### src/rtl/aas_pkg.sv
// ----------------------------------------------------------------------------
// Auction solver package
// Shared constants and the cell control type for the auction assignment solver.
// ----------------------------------------------------------------------------
package aas_pkg;

	localparam int DEF_MAX_SIZE = 16;

	// Configuration register indexes (byte address = 4 * index).
	localparam logic [1:0] REG_SIZE   = 2'd0;
	localparam logic [1:0] REG_EPS    = 2'd1;
	localparam logic [1:0] REG_ROUNDS = 2'd2;

	localparam logic [31:0] SAT32 = 32'hFFFF_FFFF;

	// Commands from the sequencer to every cell of the item chain.
	typedef struct packed {
		logic clear_all;    // auction start: price zero, no owner
		logic clear_round;  // forget the best bid seen in the last round
		logic resolve;      // hand each item to its best bidder
	} cell_ctl_t;

endpackage

### src/rtl/aas_cell.sv
// ----------------------------------------------------------------------------
// Item cell
// Holds one item's price and owner, watches the passing bid stream for bids
// on its item and keeps the best, then settles the item on resolve.
// ----------------------------------------------------------------------------
module aas_cell #(
	parameter int INDEX = 0,
	parameter int IW    = 4
) (
	input  logic               clk,
	input  logic               arst_n,
	input  aas_pkg::cell_ctl_t ctl,
	input  logic               tok_valid_in,
	input  logic [IW-1:0]      tok_bidder_in,
	input  logic [IW-1:0]      tok_target_in,
	input  logic [31:0]        tok_amount_in,
	output logic               tok_valid_out,
	output logic [IW-1:0]      tok_bidder_out,
	output logic [IW-1:0]      tok_target_out,
	output logic [31:0]        tok_amount_out,
	output logic               owned,
	output logic [IW-1:0]      owner,
	output logic [31:0]        price,
	output logic               win,
	output logic [IW-1:0]      win_bidder
);

	logic          owned_q;
	logic [IW-1:0] owner_q;
	logic [31:0]   price_q;
	logic          best_valid_q;
	logic [IW-1:0] best_bidder_q;
	logic [31:0]   best_amt_q;
	logic [32:0]   price_sum;
	logic          hit;

	assign hit = tok_valid_in && (tok_target_in == IW'(INDEX))
		&& (!best_valid_q || (tok_amount_in > best_amt_q));
	assign price_sum = {1'b0, price_q} + {1'b0, best_amt_q};

	always_ff @(posedge clk or negedge arst_n) begin
		if (!arst_n) begin
			owned_q       <= 1'b0;
			best_valid_q  <= 1'b0;
			tok_valid_out <= 1'b0;
		end else begin
			tok_valid_out <= tok_valid_in;
			if (ctl.clear_all) begin
				owned_q      <= 1'b0;
				best_valid_q <= 1'b0;
			end else if (ctl.clear_round) begin
				best_valid_q <= 1'b0;
			end else if (ctl.resolve) begin
				if (best_valid_q) begin
					owned_q <= 1'b1;
				end
			end else if (hit) begin
				best_valid_q <= 1'b1;
			end
		end
	end

	always_ff @(posedge clk) begin
		tok_bidder_out <= tok_bidder_in;
		tok_target_out <= tok_target_in;
		tok_amount_out <= tok_amount_in;
		if (ctl.clear_all) begin
			price_q <= '0;
		end else if (ctl.resolve) begin
			if (best_valid_q) begin
				owner_q <= best_bidder_q;
				price_q <= price_sum[32] ? aas_pkg::SAT32 : price_sum[31:0];
			end
		end else if (hit) begin
			best_bidder_q <= tok_bidder_in;
			best_amt_q    <= tok_amount_in;
		end
	end

	assign owned      = owned_q;
	assign owner      = owner_q;
	assign price      = price_q;
	assign win        = best_valid_q;
	assign win_bidder = best_bidder_q;

endmodule

### config.mk
export PLATFORM = sky130hd
export DESIGN_NAME = aas_cell
export DESIGN_NICKNAME = d
export VERILOG_FILES = /design/src/rtl/aas_pkg.sv /design/src/rtl/aas_cell.sv
export SDC_FILE = /design/constraint.sdc
export NUM_CORES = 1
export LEC_CHECK = 0
export ABC_AREA = 1
export BUFFER_PORTS_ARGS = -buffer_cell sky130_fd_sc_hd__buf_4
export CORE_MARGIN = 2
export CORE_UTILIZATION = 40
export DETAILED_ROUTE_END_ITERATION = 10
export PLACE_DENSITY = 0.58
export SLEW_MARGIN = 0
export SYNTH_ARGS = -nofsm -noshare
export SYNTH_HDL_FRONTEND = slang
export SYNTH_SLANG_ARGS = --single-unit
### constraint.sdc
create_clock -name clk -period 5.2 [get_ports clk]
set_input_delay 1.04 -clock clk [delete_from_list [all_inputs] [get_ports clk]]
set_output_delay 1.04 -clock clk [all_outputs]
set_load 0.05 [all_outputs]
==> results of run 1 <==
[sequential cells by signal, indices dropped and copies added, names as in the netlist]
| signal | count |
|---|---|
| win | 1 |
| best_amt_q | 32 |
| tok_target_out | 4 |
| owner | 4 |
| tok_valid_out | 1 |
| price | 32 |
| tok_amount_out | 32 |
| win_bidder | 4 |
| owned | 1 |
| tok_bidder_out | 4 |
[metal layers]
layer,vias up,global-route usage (%),share of wire [%]
li1,3183,-,-
met1,2617,26.85,49
met2,144,29.81,43
met3,16,6.381,6.5
met4,0,5.382,1.3
met5,-,0,0
[power by group]
| part | switching (mW) | total, mW | internal (mW) |
|---|---|---|---|
| Combinational | 0.117 | 0.181 | 0.0641 |
| Clock | 0.467 | 1.15 | 0.685 |
| Sequential | 0.00614 | 0.955 | 0.949 |
[cells in the mapped netlist, types with 10 or more instances]
cell / count
nand2_1: 281
inv_1: 186
nor2_1: 78
dfxtp_1: 72
ha_1: 64
edfxtp_1: 40
a21oi_1: 36
o21ai_0: 33
nand3_1: 25
a21oi_2: 15
a21o_1: 11
nand2_2: 11
xnor2_1: 11
nand4_1: 10
nor3_1: 10
[kinds of logic after synthesis]
kind of cell	Yosys count
AO/OA/AOI/OAI	97
XOR/XNOR	13
flip-flops	115
AND/OR/NAND/NOR	440
adder cells (fa/ha/maj)	65
buffers and inverters	200
[layout make-up]
cell class	count	share of cell area, %
Timing Repair Buffer	129	11.19
Tap cell	220	3.180
Inverter	192	8.326
Clock inverter	14	1.691
Clock buffer	18	5.074
Multi-Input combinational cell	615	39.14
Sequential cell	115	31.40
[per-stage QoR]
stage	instance area, µm²	cells	setup slack, ps	power [mW]
after floorplan	6864	930	1022	1.081
after global placement	8070	1271	1704	1.156
after detailed placement	8070	1271	1661	1.158
after CTS	8656	1303	2101	2.323
after global routing	8656	1303	1978	2.377
final	8656	1303	2155	2.288
[worst max-delay path: cells and delay by family]
kind | cells | cell delay, ps
AO/OA/AOI/OAI | 1 | 110
adder cells (fa/ha/maj) | 1 | 300
buffers and inverters | 2 | 590
AND/OR/NAND/NOR | 7 | 1050
[final timing paths]
path	startpoint	to	cells after the start
max	tok_amount_in[11]	best_amt_q[27]	11
min	arst_n	tok_valid_out	1
max reg2reg	best_amt_q[15]	best_amt_q[27]	11
min reg2reg	win_bidder[1]	owner[1]	0
max in group asynchronous	arst_n	win	1
min in group clk	win_bidder[1]	owner[1]	0
==> results.ini, run 1 <==
[logic_synthesis]
synth_top_area_share_pct=21.00
synth_seq_area_share_pct=39.59
ys_ff_latch=115
ys_dominant_reg_cell=dfxtp_1
muxShareOfSynthArea_pct=0
yosysTopAreaCell=dfxtp_1
synth-simple-area-share_pct=27.18
yosys.area_share.xor_xnor_pct=1.659
synth_warnings=0
synth_fa_ha_area_share_pct=11.96
synth_edf_count=40
synth_top_family_by_area=simple AND/OR/NAND/NOR gates
synthTopCellsByArea=dfxtp_1, edfxtp_1, nand2_1
syn_area_mm2=0.006864
synth_nets=1041
synth_compound_area_share_pct=8.403
syn_inst=930
avgSynthCellArea_um2=7.381
async_reset_ff_share_pct=2.609
synth_cell_types=32

[clock_tree]
cts_max_level=4
postCtsSetupBuffers=0
cts_tree=built
clkTransAtPathRegs_ps=60
postCtsResizedCells=0
insertion_delay_ps=430
cts_root_buffer=clkbuf_16
hold_buffers=0
cts_buffer_depth=2
clkSinkCount=115
numCtsBuffers=17

[critical_path]
slowest_stage=nor3_1
cp_slowest_stage_delay_ps=540
worstSetupPathType=in -> reg
path_cells=buf_4 > ha_1 > nand4_1 > nor3_1 > nand2_1 > nand2_1 > nand2_1 > nand2_1 > nand2_1 > a21oi_4 > buf_4
crit_arrival_ps=3110
worst_setup_path_end_kind=register
cp_common_cell=nand2_1
path_max_fanout=36
required_ps=5260
startpoint_type=primary input
r2r_slack_ps=2470

[finish]
fillCellCount=1728
diodes=0
area_growth_pct=26.10
final_common_cell=nand2_1
utilization_pct=51.83
drive_gt1_share_pct=19.48
multi_input_area_mm2=0.003388
nets=1181
regArea_mm2=0.002718
final_cell_mix=nand2_1, inv_1, buf_4

[route]
drc=0
routedWlPerCell_um=13.19
wirelength_mm=17.19
drtIter0Drc=287
dr.pass1.iters=4
num_vias=5960
drtAntennaViolNets=0
drt-vias-per-instance=4.574

[hold_path]
hp-class=in -> async

[floorplan]
io_pins=129
rows=47
initial_core_util_pct=41.10
core_mm2=0.01670
die_height_um=135.0
die_w_um=135.0
fp.dieArea_mm2=0.01822

[placed_design]
io_buffers=128
gp_routability_congestion=0.9013
hpwl_mm=13.54

[power]
power_density_mw_per_mm2=264.3
p_leak_nw=4.565
peakVddDrop_mv=0.2355

[timing]
rsz0062_at_grt=false
fmax_ghz=0.3284
finalSetupTns_ps=0
max_slew_margin_pct=24.37
finalHoldViolCount=0
finalSetupViolCount=0
period_share_pct=58.56
max_slew.worst_pin.slew_ps=1133
fin_crit_ps=3045
whs_ps=393.6
drv_slew=0
fin_worst_skew_ps=11.47

[global_route]
grt_start_max_net_pins=37
grt_pass1_wl_mm=27.63
grt_antenna_before_repair=0
grt_pass1_vias=5586
grt_usage_pct=19.61
overflow=0

[run_status]
status=completed

[run]
maxCapViolCount=0

Power figures use the tool's default switching activity.
==> run 2: changes to the inputs <==
--- a/config.mk
+++ b/config.mk
@@ -10,7 +10,7 @@
 export CORE_MARGIN = 2
 export CORE_UTILIZATION = 40
 export DETAILED_ROUTE_END_ITERATION = 10
-export PLACE_DENSITY = 0.58
+export PLACE_DENSITY = 0.6
 export SLEW_MARGIN = 0
 export SYNTH_ARGS = -nofsm -noshare
 export SYNTH_HDL_FRONTEND = slang
==> constraint.sdc (replaced) <==
create_clock -name clk -period 2.62 [get_ports clk]
set_input_delay 0.524 -clock clk [delete_from_list [all_inputs] [get_ports clk]]
set_output_delay 0.524 -clock clk [all_outputs]
set_load 0.05 [all_outputs]
==> run 2 against run 1 <==
Against the previous run: clock skew decreased by 0.75 ps; critical endpoint is now price[22]; wire length grew 2.9%; highest routed layer unchanged; via count is 1.1% higher; worst setup slack worse by 1900 ps; critical path depth rose by 2.
==> results.ini, run 2 (same netlist as run 1, synthesis figures left out) <==
[placed_design]
io_buffers=128  ; unchanged
gp_routability_congestion=0.9011  ; was 0.9013
hpwl_mm=14.17  ; was 13.54 mm
postPlaceCellArea_mm2=0.008218  ; was 0.008070 mm²
dpl_worst_slack_ps=-82.68  ; was 1661 ps

[timing]
fmax_ghz=0.4247
fin_worst_skew_ps=10.72  ; was 11.47 ps
period_share_pct=89.88
drv_slew=0  ; unchanged
finalHoldViolCount=0  ; unchanged
finalSetupTns_ps=0  ; unchanged
fin_crit_ps=2355
rsz0062_at_grt=false  ; unchanged
max_slew.worst_pin.slew_ps=314.4  ; was 1133 ps
finalSetupViolCount=0  ; unchanged
max_slew_margin_pct=79.04  ; was 24.37%
setup_ws_ps=265.2  ; was 2155 ps
whs_ps=209.9  ; was 393.6 ps

[run_status]
status=completed  ; unchanged

[finish]
diodes=0  ; unchanged
nets=1195  ; was 1181
area_growth_pct=28.11  ; was 26.10%
utilization_pct=52.65  ; was 51.83%
final_common_cell=nand2_1  ; unchanged
final_cell_mix=nand2_1, inv_1, buf_4  ; unchanged
drive_gt1_share_pct=20.51  ; was 19.48%
multi_input_area_mm2=0.003397  ; was 0.003388 mm²
regArea_mm2=0.002718  ; unchanged
fin_area_mm2=0.008793  ; was 0.008656 mm²
fillCellCount=1725  ; was 1728

[critical_path]
r2r_slack_ps=270  ; was 2470 ps
cp_slowest_stage_delay_ps=420  ; was 540 ps
required_ps=2930  ; was 5260 ps
worst_setup_path_end_kind=register  ; unchanged
reg2reg_from=best_amt_q[0]  ; was best_amt_q[15]
worstSetupPathType=reg -> reg  ; was in -> reg
startpoint_type=register  ; was primary input
ff2ff_path_depth=13  ; was 11
r2r_end=price[22]  ; was best_amt_q[27]
path_max_fanout=4  ; was 36
crit_arrival_ps=2670  ; was 3110 ps
path_cells=ha_1 > fa_1 > nand2_1 > nand2_1 > nand3_2 > nand2_2 > nand2_2 > nand2_2 > a21oi_1 > buf_4 > nand2_1 > nor2_1 > nor2_1  ; was buf_4 > ha_1 > nand4_1 > nor3_1 > nand2_1 > nand2_1 > nand2_1 > nand2_1 > nand2_1 > a21oi_4 > buf_4
slowest_stage=edfxtp_1  ; was nor3_1

[clock_tree]
clkTransAtPathRegs_ps=60  ; about the same
postCtsSetupBuffers=0  ; unchanged
cts_tree=built  ; unchanged
cts_root_buffer=clkbuf_16  ; unchanged
cts_buffer_depth=2  ; unchanged
cts_max_level=4  ; unchanged
clkSinkCount=115  ; unchanged
numCtsBuffers=17  ; unchanged
insertion_delay_ps=420  ; was 430 ps

[hold_path]
hold_end=tok_target_out[1]
worst_hold_startpoint=tok_target_in[1]
hp-class=in -> reg  ; was in -> async
min_path_cells=1

[route]
routedWlPerCell_um=13.42  ; was 13.19 µm
drtAntennaViolNets=0  ; unchanged
drt-vias-per-instance=4.576  ; was 4.574
num_vias=6027  ; was 5960
drtIter0Drc=342  ; was 287
drc=0  ; unchanged
dr.pass1.iters=5  ; was 4
wirelength_mm=17.68  ; was 17.19 mm

[global_route]
overflow=0  ; unchanged
grt_pass1_wl_mm=28.64  ; was 27.63 mm
grt_usage_pct=20.34  ; was 19.61%
grt_antenna_before_repair=0  ; unchanged
grt_pass1_vias=5916  ; was 5586
grt_start_max_net_pins=27  ; was 37

[power]
power_density_mw_per_mm2=508.1  ; was 264.3 mW/mm²
peakVddDrop_mv=0.6030  ; was 0.2355 mV
p_leak_nw=4.642  ; was 4.565 nW

[floorplan]
io_pins=129  ; unchanged
die_height_um=135.0  ; unchanged
initial_core_util_pct=41.10  ; unchanged
fp.dieArea_mm2=0.01822  ; unchanged
die_w_um=135.0  ; unchanged
rows=47  ; unchanged
core_mm2=0.01670  ; unchanged

[run]
maxCapViolCount=0  ; unchanged

[run 2: cell count changes in the layout (fill, tap and decap cells not counted), moves of 2 or more]
cell        change
buf_4           +9
buf_12          +4
inv_8           -4
clkinv_2        +3
inv_6           +3
clkinvlp_4      -2
[run 2: where the power goes]
part	internal [mW]	switching [mW]	total [mW]
combinational	0.132	0.238	0.369
clock	1.31	0.890	2.20
sequential	1.88	0.0124	1.90
total	3.33	1.14	4.47
[run 2: critical path, delay by kind of cell (launching register included)]
family	cells	cell delay, ps
compound gates	1	190
flops	1	420
buf+inv	1	190
simple gates	9	770
fa+ha+maj	2	660
[run 2: repair_timing]
| item | CTS | global route |
|---|---|---|
| endpoints found under the hold margin | 3 | 0 |
| hold buffers | 1 | 0 |
| endpoints found under the setup margin | 0 | 36 |
| resized for setup | 0 | 2 |
[run 2: cell type report]
class	instances	share of cell area, %
Multi-Input combinational cell	615	38.63
Inverter	192	8.196
Sequential cell	115	30.91
Clock inverter	14	1.451
Clock buffer	18	4.880
Timing Repair Buffer	143	12.81
Tap cell	220	3.130
[run 2: worst max-delay path by stage]
stage | start | endpoint | slack [ps] | cells after the start
after floorplan | tok_amount_in[31] | best_amt_q[0] | 80 | 9
after global placement | tok_amount_in[31] | best_amt_q[9] | 70 | 11
after detailed placement | tok_amount_in[31] | best_amt_q[9] | -80 | 11
after CTS | best_amt_q[31] | best_amt_q[15] | 160 | 11
after global routing | best_amt_q[31] | best_amt_q[15] | 70 | 11
final | best_amt_q[0] | price[22] | 270 | 13
[run 2: stage by stage]
stage,cells,power (mW)
2_1_floorplan,930,2.146
3_3_place_gp,1284,2.299
3_5_place_dp,1284,2.304
4_1_cts,1317,4.525
5_1_grt,1317,4.624
6_report,1317,4.468
[run 2: per-layer routing]
| layer | up-vias | GRT usage (%) | wire (µm) |
|---|---|---|---|
| met5 | - | 0 | 0 |
| met4 | 0 | 6.134 | 298 |
| met3 | 19 | 5.706 | 954 |
| met2 | 131 | 31.39 | 7763 |
| met1 | 2672 | 27.81 | 8662 |
| li1 | 3205 | - | - |
